==> src/rtl/assert_macros.svh <==
// ----------------------------------------------------------------------------
// assert_macros.svh
// Assertion macros shared by the RTL. Define NO_ASSERTIONS to compile them out.
// ----------------------------------------------------------------------------
`ifndef ASSERT_MACROS_SVH
`define ASSERT_MACROS_SVH

`ifndef NO_ASSERTIONS

// The property must hold at every clock edge outside reset.
`define ASSERT_ALWAYS(label, clk, rst_n, prop, msg) \
  label: assert property (@(posedge clk) disable iff (!rst_n) (prop)) \
    else $error(msg);

// The condition must never be true at a clock edge outside reset.
`define ASSERT_NEVER(label, clk, rst_n, cond, msg) \
  label: assert property (@(posedge clk) disable iff (!rst_n) !(cond)) \
    else $error(msg);

`else

`define ASSERT_ALWAYS(label, clk, rst_n, prop, msg)
`define ASSERT_NEVER(label, clk, rst_n, cond, msg)

`endif

`endif

==> src/rtl/rpd_pkg.sv <==
// ----------------------------------------------------------------------------
// rpd_pkg
// Types, character codes and helpers of the packet deframer.
// ----------------------------------------------------------------------------
package rpd_pkg;

  // Upper bound of the frame size limit, in bytes.
  localparam int unsigned FRAME_LIMIT = 16384;
  localparam int unsigned LEN_W       = 15;

  typedef logic [LEN_W-1:0] len_t;

  localparam len_t LIMIT_MAX = LEN_W'(FRAME_LIMIT);
  localparam len_t LIMIT_MIN = LEN_W'(4);

  // Framing and acknowledge characters.
  localparam logic [7:0] CH_START = 8'h24;  // '$'
  localparam logic [7:0] CH_END   = 8'h23;  // '#'
  localparam logic [7:0] CH_ACK   = 8'h2B;  // '+'
  localparam logic [7:0] CH_NAK   = 8'h2D;  // '-'

  typedef enum logic [1:0] {
    PH_START,
    PH_PAYLOAD,
    PH_HIGH,
    PH_LOW
  } phase_t;

  typedef enum logic [2:0] {
    ST_OK       = 3'd0,
    ST_MISMATCH = 3'd1,
    ST_BADHEX   = 3'd2,
    ST_NOSTART  = 3'd3,
    ST_OVERFLOW = 3'd4
  } status_t;

  // One result word of the deframer.
  typedef struct packed {
    logic       kind;
    logic [7:0] data_byte;
    status_t    status;
    len_t       payload_len;
    logic [7:0] computed_sum;
    logic [7:0] ack_char;
  } result_t;

  typedef struct packed {
    logic       bad;
    logic [3:0] value;
  } hex_t;

  // Decode one ASCII hex digit; a byte outside 0-9, a-f, A-F is flagged bad.
  function automatic hex_t hex_decode(input logic [7:0] c);
    hex_t h;
    h.bad   = 1'b0;
    h.value = 4'd0;
    if (c >= 8'h30 && c <= 8'h39) begin
      h.value = c[3:0];
    end else if ((c >= 8'h61 && c <= 8'h66) || (c >= 8'h41 && c <= 8'h46)) begin
      h.value = 4'(c[3:0] + 4'd9);
    end else begin
      h.bad = 1'b1;
    end
    return h;
  endfunction

endpackage

==> src/rtl/rsp_packet_deframer.sv <==
// ----------------------------------------------------------------------------
// rsp_packet_deframer
// Deframes $payload#hh packets from a byte stream and reports frame status.
// ----------------------------------------------------------------------------
// The block takes one received byte per cycle and keeps that rate for as long
// as the output side takes words. A byte is caught in an input register at the
// edge that accepts it. The frame logic then works on it and loads the result
// into an output register once it is free, and the result word is offered
// from there. The frame logic updates its count and sum as the byte leaves
// the input register. Payload bytes come out as words with out_tuser low. The
// end of a frame (after the two checksum digits, or on overflow) comes out as
// one word with out_tuser high that carries status, payload length, payload
// sum and the ack character to send back. The start byte, '#' and the first
// checksum digit give no word. Write cfg_wdata only while no byte is in
// flight; the limit is clamped to the range 4 to 16384 bytes.
// ----------------------------------------------------------------------------
`include "assert_macros.svh"

module rsp_packet_deframer import rpd_pkg::*; (
  input  logic        clk,
  input  logic        rst_n,
  // Configuration: max_frame_len.
  input  logic        cfg_we,
  input  logic [14:0] cfg_wdata,
  // Received bytes.
  input  logic        in_tvalid,
  output logic        in_tready,
  input  logic [7:0]  in_tdata,   // [7:0] rx_byte
  // Result words.
  output logic        out_tvalid,
  input  logic        out_tready,
  output logic [47:0] out_tdata,  // [7:0] data_byte, [10:8] status,
                                  // [25:11] payload_len, [33:26] computed_sum,
                                  // [41:34] ack_char, [47:42] zero
  output logic [0:0]  out_tuser   // [0] kind
);

  len_t       max_len_r;
  len_t       limit;
  logic       s1_valid_r, s1_valid_nxt;
  logic [7:0] s1_byte_r;
  logic       s1_adv;
  logic       in_fire;
  logic       res_valid;
  result_t    res;
  logic       out_valid_r, out_valid_nxt;
  result_t    out_res_r;

  // Configuration register.
  always_ff @(posedge clk) begin
    if (!rst_n) begin
      max_len_r <= LIMIT_MAX;
    end else if (cfg_we) begin
      max_len_r <= cfg_wdata;
    end
  end

  // Clamp the limit into its legal range.
  always_comb begin
    priority if (max_len_r > LIMIT_MAX) begin
      limit = LIMIT_MAX;
    end else if (max_len_r < LIMIT_MIN) begin
      limit = LIMIT_MIN;
    end else begin
      limit = max_len_r;
    end
  end

  // Handshake: the input register advances when the output register is free.
  assign s1_adv    = s1_valid_r && (!out_valid_r || out_tready);
  assign in_tready = !s1_valid_r || s1_adv;
  assign in_fire   = in_tvalid && in_tready;

  assign s1_valid_nxt  = in_fire || (s1_valid_r && !s1_adv);
  assign out_valid_nxt = (s1_adv && res_valid) || (out_valid_r && !out_tready);

  // Input register.
  always_ff @(posedge clk) begin
    if (!rst_n) begin
      s1_valid_r <= 1'b0;
    end else begin
      s1_valid_r <= s1_valid_nxt;
    end
  end

  always_ff @(posedge clk) begin
    if (in_fire) begin
      s1_byte_r <= in_tdata;
    end
  end

  // Frame logic.
  rpd_frame u_frame (
    .clk       (clk),
    .rst_n     (rst_n),
    .step      (s1_adv),
    .rx_byte   (s1_byte_r),
    .limit     (limit),
    .res_valid (res_valid),
    .res       (res)
  );

  // Output register.
  always_ff @(posedge clk) begin
    if (!rst_n) begin
      out_valid_r <= 1'b0;
    end else begin
      out_valid_r <= out_valid_nxt;
    end
  end

  always_ff @(posedge clk) begin
    if (s1_adv && res_valid) begin
      out_res_r <= res;
    end
  end

  assign out_tvalid = out_valid_r;
  assign out_tuser  = out_res_r.kind;
  assign out_tdata  = {6'd0, out_res_r.ack_char, out_res_r.computed_sum,
                       out_res_r.payload_len, out_res_r.status, out_res_r.data_byte};

  // Payload words carry no status and no ack character.
  `ASSERT_ALWAYS(a_payload_word_clean, clk, rst_n,
    out_valid_r && !out_res_r.kind |-> out_res_r.status == ST_OK &&
      out_res_r.ack_char == 8'd0 && out_res_r.payload_len == '0,
    "payload word carries frame-end fields")

  // The ack character agrees with the frame status.
  `ASSERT_ALWAYS(a_ack_matches_status, clk, rst_n,
    out_valid_r && out_res_r.kind |->
      (out_res_r.status == ST_OK && out_res_r.ack_char == CH_ACK) ||
      (out_res_r.status != ST_OK && out_res_r.ack_char == CH_NAK),
    "ack character disagrees with status")

  // A frame never reports a payload length as large as the largest limit.
  `ASSERT_NEVER(a_len_in_range, clk, rst_n,
    out_valid_r && out_res_r.kind && out_res_r.payload_len >= LIMIT_MAX,
    "payload length beyond frame limit")

  // A byte held in the input register is not lost while the output stalls.
  `ASSERT_ALWAYS(a_input_held, clk, rst_n,
    s1_valid_r && !s1_adv |=> s1_valid_r && $stable(s1_byte_r),
    "stalled input byte changed")

endmodule

==> src/rtl/rpd_frame.sv <==
// ----------------------------------------------------------------------------
// rpd_frame
// Frame state machine: tracks phase, byte count, payload sum and digit
// checks, and forms at most one result word per input byte.
// ----------------------------------------------------------------------------
module rpd_frame import rpd_pkg::*; (
  input  logic       clk,
  input  logic       rst_n,
  input  logic       step,       // process rx_byte this cycle
  input  logic [7:0] rx_byte,
  input  len_t       limit,      // clamped frame size limit
  output logic       res_valid,
  output result_t    res
);

  phase_t     phase_r, phase_nxt;
  len_t       count_r, count_nxt;
  logic [7:0] sum_r, sum_nxt;
  logic [3:0] high_r, high_nxt;
  logic       start_bad_r, start_bad_nxt;
  logic       digit_bad_r, digit_bad_nxt;

  hex_t          hex_b;
  logic [LEN_W:0] count_inc;
  len_t          payload_cnt;
  logic [7:0]    sum_add;
  logic [7:0]    given;
  logic          digit_bad_all;
  status_t       end_status;

  // Shared terms of the per-byte update.
  always_comb begin
    hex_b         = hex_decode(rx_byte);
    count_inc     = {1'b0, count_r} + 1'b1;
    payload_cnt   = (count_r != '0) ? len_t'(count_r - 1'b1) : '0;
    sum_add       = 8'(sum_r + rx_byte);
    given         = {high_r, hex_b.value};
    digit_bad_all = digit_bad_r | hex_b.bad;
    priority if (start_bad_r) begin
      end_status = ST_NOSTART;
    end else if (digit_bad_all) begin
      end_status = ST_BADHEX;
    end else if (given != sum_r) begin
      end_status = ST_MISMATCH;
    end else begin
      end_status = ST_OK;
    end
  end

  // Next state.
  always_comb begin
    phase_nxt     = phase_r;
    count_nxt     = count_r;
    sum_nxt       = sum_r;
    high_nxt      = high_r;
    start_bad_nxt = start_bad_r;
    digit_bad_nxt = digit_bad_r;
    unique case (phase_r)
      PH_START: begin
        sum_nxt       = 8'd0;
        high_nxt      = 4'd0;
        digit_bad_nxt = 1'b0;
        start_bad_nxt = (rx_byte != CH_START);
        if (rx_byte == CH_END) begin
          count_nxt = '0;
          phase_nxt = PH_HIGH;
        end else begin
          count_nxt = LEN_W'(1);
          phase_nxt = PH_PAYLOAD;
        end
      end
      PH_PAYLOAD: begin
        if (rx_byte == CH_END) begin
          phase_nxt = PH_HIGH;
        end else if (count_inc >= {1'b0, limit}) begin
          phase_nxt = PH_START;
          count_nxt = '0;
        end else begin
          count_nxt = count_inc[LEN_W-1:0];
          sum_nxt   = sum_add;
        end
      end
      PH_HIGH: begin
        high_nxt      = hex_b.value;
        digit_bad_nxt = digit_bad_all;
        phase_nxt     = PH_LOW;
      end
      PH_LOW: begin
        digit_bad_nxt = digit_bad_all;
        phase_nxt     = PH_START;
        count_nxt     = '0;
      end
      default: phase_nxt = PH_START;
    endcase
  end

  // Result word.
  always_comb begin
    res_valid = 1'b0;
    res       = '{kind: 1'b0, data_byte: 8'd0, status: ST_OK, payload_len: '0,
                  computed_sum: sum_r, ack_char: 8'd0};
    unique case (phase_r)
      PH_PAYLOAD: begin
        if (rx_byte != CH_END) begin
          res_valid = 1'b1;
          if (count_inc >= {1'b0, limit}) begin
            res.kind        = 1'b1;
            res.status      = ST_OVERFLOW;
            res.payload_len = payload_cnt;
            res.ack_char    = CH_NAK;
          end else begin
            res.data_byte    = rx_byte;
            res.computed_sum = sum_add;
          end
        end
      end
      PH_LOW: begin
        res_valid       = 1'b1;
        res.kind        = 1'b1;
        res.status      = end_status;
        res.payload_len = payload_cnt;
        res.ack_char    = (end_status == ST_OK) ? CH_ACK : CH_NAK;
      end
      default: res_valid = 1'b0;
    endcase
  end

  // State registers.
  always_ff @(posedge clk) begin
    if (!rst_n) begin
      phase_r     <= PH_START;
      count_r     <= '0;
      sum_r       <= 8'd0;
      high_r      <= 4'd0;
      start_bad_r <= 1'b0;
      digit_bad_r <= 1'b0;
    end else if (step) begin
      phase_r     <= phase_nxt;
      count_r     <= count_nxt;
      sum_r       <= sum_nxt;
      high_r      <= high_nxt;
      start_bad_r <= start_bad_nxt;
      digit_bad_r <= digit_bad_nxt;
    end
  end

endmodule
==> config.mk <==
export PLATFORM = sky130hd
export DESIGN_NAME = rsp_packet_deframer
export DESIGN_NICKNAME = d
export VERILOG_FILES = /design/src/rtl/rpd_pkg.sv /design/src/rtl/rsp_packet_deframer.sv /design/src/rtl/rpd_frame.sv
export VERILOG_INCLUDE_DIRS = /design/src /design/src/rtl
export SDC_FILE = /design/constraint.sdc
export NUM_CORES = 1
export LEC_CHECK = 0
export BUFFER_PORTS_ARGS = -buffer_cell sky130_fd_sc_hd__buf_2
export CORE_MARGIN = 3
export CORE_UTILIZATION = 30
export CTS_BUF_LIST = sky130_fd_sc_hd__clkbuf_8
export DETAILED_ROUTE_END_ITERATION = 16
export PLACE_DENSITY_LB_ADDON = 0.25
export SYNTH_ARGS = -nofsm -noshare
export SYNTH_HDL_FRONTEND = slang
export SYNTH_SLANG_ARGS = --single-unit
==> constraint.sdc <==
create_clock -name clk -period 5 [get_ports clk]
set_clock_uncertainty 0.1 [all_clocks]
set_input_delay 0.5 -clock clk [delete_from_list [all_inputs] [get_ports clk]]
set_output_delay 0.5 -clock clk [all_outputs]
set_load 0.05 [all_outputs]
# Word level (Yosys, flattened, before mapping)

Cells that the tools add are included.
Widths: inputs -> output; s select.

Register bits: 99
Input bits: 28
Output and inout port bits: 51
Logic and storage cells: 108

Add/sub/neg operators: 4
$lt $le $gt $ge: 9
Eq/ne operators: 9
Multiplexer cells: 35
Bitwise logic cells: 3
Reduce and logical (&&, ||, !) cells: 32

Operators by type and width:

| operator              | number |
|---|---|
| $mux 15               | 5 |
| $pmux 15 s3           | 1 |
| $mux 43               | 1 |
| $pmux 18 s2           | 1 |
| $mux 8                | 4 |
| $pmux 8 s2            | 2 |
| $mux 18               | 1 |
| $add 15x1->16 const B | 1 |
| $ge 16x15->1          | 1 |
| $ge 8x7->1 const B    | 2 |
| $le 8x7->1 const B    | 2 |
| $ne 8x6->1 const B    | 2 |
| $gt 15x15->1 const B  | 1 |
| $lt 15x3->1 const B   | 1 |
| $reduce_bool 15->1    | 1 |
| $sub 15x1->15 const B | 1 |
| $mux 3                | 3 |
| $add 8x8->8           | 1 |
| $eq 8x6->1 const B    | 1 |
| $ge 8x6->1 const B    | 1 |
| $le 8x6->1 const B    | 1 |
| $logic_and 1x1->1     | 8 |
| $mux 4                | 2 |
| $ne 8x8->1            | 1 |
| other kinds (23)      | 47 |

# Longest topological paths before layout

Depth after elaboration: 12
Depth in mapped cells: 14
Mapped depth without buffers: 12

# By module

Synthesis repeated with hierarchy kept, for this count alone.

Cell total of the unflattened synthesis: 575
Area total of the unflattened synthesis: 5645.4 sq um

Modules (own cells, without submodules):

| module              | times used | cells an instance | area each (sq um) | seq. area each (sq um) |
|---|---|---|---|---|
| rpd_frame           | 1          | 435               | 3205.6            | 620.6 |
| rsp_packet_deframer | 1          | 140               | 2439.8            | 1871.8 |

# Least setup slack after synthesis

Ideal clock, no wire load.

Path type: reg2reg
From: register s1_byte_r[1]
To: register out_res_r, in the netlist out_tdata[0] (enable)
Setup time: 0.480 ns
Arrival: 3.800 ns
Required time: 4.420 ns
Slack: 0.620 ns
Cell stages (with the launch flop): 6
Path buffers: 0
Period minus slack after synthesis: 4.380 ns
Cell sequence: edfxtp_1 -> ha_1 -> and4bb_1 -> nand2_1 -> nor2_1 -> nor3_1

Cells in the longest elaborated chain, start to end: 4

Ends and longest elaborated chain:

| item                     | RTL line                   | RTL |
|---|---|---|
| start: declaration       | rsp_packet_deframer.sv:41  | `logic [7:0] s1_byte_r;` |
| start signal: assignment | rsp_packet_deframer.sv:88  | `s1_byte_r <= in_tdata;` |
| $ne 8x6->1               | rpd_frame.sv:104           | `if (rx_byte != CH_END) begin` |
| $mux 1                   | rpd_frame.sv:104           |  |
| $pmux 1 s2               | rpd_frame.sv:102           | `unique case (phase_r)` |
| $logic_and 1x1->1        | rsp_packet_deframer.sv:113 | `if (s1_adv && res_valid) begin` |
| end signal: assignment   | rsp_packet_deframer.sv:114 | `out_res_r <= res;` |
| end: declaration         | rsp_packet_deframer.sv:47  | `result_t out_res_r;` |

Every way passes these cells.
A chain may end at the register's enable or synchronous reset.

==> results.txt <==
The cell area reported after detailed placement is approximately 6000 sq um. The average cell area after synthesis is about 9.5 sq um. The count of cells resized by post-cts repair is 0. The most used flip-flop cell after synthesis is dfxtp_1. The worst hold path terminates at s1_byte_r[0]$_DFFE_PP_. The worst reg2reg path depth is 13. The number of antenna violations at the first check in global routing is 0. The clock passes through at most 2 buffers. The run finished with clean final reports.

The maximum clock frequency is about 0.24 GHz. The pin count of the biggest net entering global routing came out at 38. Fill cells in the final layout number between 1500 and 2000. The share of total power in combinational logic came out at 0.138. The net switching power came out at about 0.43 mW. The number of max-capacitance violations reported came out at 0. The proportion of layout cells with a drive suffix above 1 is 0.171. The via count of the first global-routing pass is ~4400. The number of top-level pins came out at 79. The number of clock sinks seen by CTS came out at 93.

The routed via count divided by cell count came out at roughly 5.1. Compared with the post-synthesis result, the final layout area differs by 12.0%. The origin of the worst min-delay path is in_tdata[0].

The first global-routing pass estimated 23000 um of wire. The horizontal die dimension is around 140 um. The number of hold buffers added after CTS came out at 0. Measured along the y axis, the die boundary spans between 100 and 150 um. The endpoint arrival time on the critical path is roughly 4.3 ns. The cell at the root of the clock tree is clkbuf_8.

In this run, synthesis produced a sequential element count of 93. The setup TNS after final layout is 0 ns. The worst-margin pin slew is ~0.72 ns. The largest total area in the synthesized netlist belongs to edfxtp_1. Counting flops with a built-in enable in the synthesized netlist gives 45. After synthesis, the cell types taking the most area are edfxtp_1 (24%), dfxtp_1 (17%), ha_1 (6.3%), xnor2_1 (4.0%), nand2_1 (3.4%). The placeable core area is 18000 sq um. Traced cell by cell, the critical path runs through ha_1, nand3_1, nor4_1, buf_4, nand3_1, xnor2_1, ha_1, a2111oi_0, o21ai_0, o21ai_1, and3_1, nand2_2, mux2_2. The number of endpoints with negative hold slack in the final report came out at 0. Routability-driven placement finished with a final weighted congestion of between 0.8 and 0.9. The number of design-rule violations left by the first detailed-router iteration is approximately 310.

Setup violations remaining at the end of the flow were counted as 0. The required arrival time at the worst endpoint is slightly above 5 ns. The total clock buffers created by CTS is 9. Setup repair after global routing left no endpoint under its margin. In this run the worst hold path is classified as input pin to flip-flop.

Of the synthesized area, sequential elements account for 0.418. The routed length per placed instance came out at 16.0 um. The static leakage came out at 2.56 nW. Synthesis handed over a netlist of between 500 and 600 instances. The power per standard cell area came out at roughly 240 nW/um^2. The path type of the worst setup path is flip-flop to flip-flop. The slowest stage of the critical path is the dfxtp_1 cell. The startpoint identified for the worst register-to-register timing path is u_frame.count_r[0]$_SDFFE_PN0P_. Of the total power, the share spent switching nets is 0.289. The initial utilization of the core area, before any placement, comes to 0.307.

The later pin in the worst-skew pair is clocked with a latency of between 0.3 and 0.4 ns. The sequential power share is 0.559. The slack of the worst reg-to-reg path is between 0.7 and 0.8 ns. The floorplan has 49 rows. The count of final max-slew check failures is 0.

The internal power consumption came out at ~1.1 mW. Port buffering added 69 buffers. The end of the worst register-to-register path is out_tdata[31]$_DFFE_PP_. For this run, the slowest stage of the critical path takes about 0.53 ns. The global-route usage over all layers is 0.143. The peak supply drop came out at ~0.11 mV. The synthesized cell area is roughly 5500 sq um. TritonCTS built the clock tree. The area share of the largest cell type after synthesis is 0.245. For this block, the routed nets add up to approximately 14000 um of wire. The total overflow left after global routing is 0.

The worst hold margin came out at 0.192 ns. The share of synthesized registers carrying an async set or reset came out at 0. The number of unique standard cell types used by synthesis is between 60 and 70.

The number of nets in the layout came out at ~700. The count of unresolved DRC violations after routing came out at 0. The number of cells on the worst hold path came out at 1.

Of all nets on the critical path, the largest fanout is 15. STA classifies the critical path endpoint as a flip-flop. The H-tree depth reported by CTS is 3. The post-layout minimum cycle time came out at approximately 4.2 ns.

In this run the tightest slew margin relative to its limit is 0.517. The die covers ~20000 sq um. The share of power burned in the clock network came out at 0.303. The worst setup path is launched from a flip-flop. The post-detailed-route count of antenna-violating nets came out at 0.

The number of warnings issued by yosys is 0. Detailed routing inserted a total of 4433 vias. The iteration count of the initial detailed-routing pass is 4. The clock slew seen by the registers of the worst setup and hold paths is roughly 0.090 ns. 0 antenna diodes ended up in the layout. The setup fix buffers added after clock tree synthesis came out at 0. The HPWL reported at the end of detailed placement came out at ~10000 um. The fraction of the cycle the final worst path needs came out at 0.844. The post-route cell area is between 6000 and 7000 sq um.
==> area by class of cell <==
type / count / area [sq um] / share of cell area
Tap cell: 229 / 287 / 0.0463
Sequential cell: 93 / 2310 / 0.374
Clock inverter: 7 / 41.3 / 0.00667
Multi-Input combinational cell: 432 / 2920 / 0.472
Timing Repair Buffer: 78 / 413 / 0.0667
Clock buffer: 9 / 124 / 0.0200
Inverter: 24 / 90.1 / 0.0146
==> cell families (layout without fill, tap and decap cells) <==
group | count (synthesis) | count (layout) | synth area share
muxes | 21 | 21 | 0.0392
buffers and inverters | 67 | 118 | 0.0595
DFF | 93 | 93 | 0.418
xor gates and xnor gates | 37 | 37 | 0.0586
AOI/OAI and AO/OA | 99 | 99 | 0.132
other | 1 | 9 | 0.000679
adders and majority gates | 29 | 29 | 0.0670
and+or+nand+nor | 237 | 237 | 0.224
==> registers in the layout, indices dropped and copies added, names as in the netlist <==
signal / flops
max_len_r: 15
out_tdata: 37
out_tvalid: 1
s1_byte_r: 8
s1_valid_r: 1
u_frame.count_r: 15
u_frame.digit_bad_r: 1
u_frame.high_r: 4
u_frame.phase_r: 2
u_frame.start_bad_r: 1
u_frame.sum_r: 8
==> power groups by stage <==
stage / sequential, mW / clock, mW / combinational [mW]
floorplan: 0.861 / 0 / 0.152
global placement: 0.855 / 0 / 0.203
detailed placement: 0.856 / 0 / 0.207
CTS: 0.838 / 0.477 / 0.208
global route: 0.842 / 0.505 / 0.228
finish: 0.838 / 0.454 / 0.207
==> cell usage in the layout (no fill, tap or decap), drive strengths merged, types with 3 or more instances in the layout <==
cell	synthesis	final
a211oi	4	4
a21boi	7	7
a21o	3	3
a21oi	19	19
a22o	9	9
and2	8	8
and3	13	13
buf	24	78
clkbuf	19	9
clkinv	2	8
conb	1	9
dfxtp	48	48
edfxtp	45	45
ha	28	28
inv	22	23
mux2	5	5
mux2i	16	16
nand2	51	51
nand2b	4	4
nand3	33	33
nand4	10	10
nor2	41	41
nor2b	17	17
nor3	38	38
nor4	7	7
o211ai	10	10
o21a	3	3
o21ai	12	12
o22ai	3	3
o32ai	5	5
o41ai	11	11
xnor2	25	25
xor2	12	12
==> cells in the mapped netlist, types with 4 or more instances <==
library cell and count:
buf_4 14, a22o_1 9, edfxtp_1 45, mux2_2 5, buf_2 7, nand2_1 50
and3_1 13, a21oi_1 18, o41ai_1 11, o21ai_0 10, a21boi_0 6, nand3_1 33
nand2b_1 4, clkbuf_1 18, mux2i_1 16, and2_1 8, dfxtp_1 48, nor2_1 40
xnor2_1 25, nand4_1 10, ha_1 28, o211ai_1 10, nor3_1 36, o32ai_1 5
nor4_1 6, nor2b_1 17, a211oi_1 4, inv_1 22, xor2_1 12
==> worst max-delay path: cells and delay by family (launching register included) <==
family,cells,cell delay [ns]
compound gates,3,0.69
xor+xnor,1,0.18
fa+ha+maj,2,0.52
buf+inv,1,0.20
flops,1,0.53
mux,1,0.36
simple gates,5,1.40
==> routing by layer <==
metal | GRT usage | part of all wire
met4 | 0.0566 | 0.019
met2 | 0.220 | 0.45
met3 | 0.0212 | 0.039
met5 | 0 | 0
met1 | 0.201 | 0.49
==> metrics by stage <==
stage	instances	power (mW)	setup slack, ns	util
after global placement	856	1.06	0.923	0.334
after floorplan	592	1.01	0.620	-
final	872	1.50	0.780	0.343
after global routing	872	1.57	0.331	0.343
after detailed placement	856	1.06	0.804	0.334
after CTS	872	1.52	0.763	0.343
==> how the worst max path moves through the flow <==
stage | from | endpoint | slack [ns] | depth (start not counted)
4_1_cts | u_frame.count_r[0]$_SDFFE_PN0P_ | out_tdata[32]$_DFFE_PP_ | 0.76 | 13
6_report | u_frame.count_r[0]$_SDFFE_PN0P_ | out_tdata[31]$_DFFE_PP_ | 0.78 | 13
3_3_place_gp | u_frame.count_r[0]$_SDFFE_PN0P_ | out_tdata[31]$_DFFE_PP_ | 0.92 | 13
5_1_grt | u_frame.count_r[0]$_SDFFE_PN0P_ | out_tdata[32]$_DFFE_PP_ | 0.33 | 13
2_1_floorplan | s1_byte_r[1]$_DFFE_PP_ | out_tdata[0]$_SDFFCE_PP0P_ | 0.62 | 5
3_5_place_dp | u_frame.count_r[0]$_SDFFE_PN0P_ | out_tdata[26]$_DFFE_PP_ | 0.80 | 13
(Power assumes the default switching activity.)
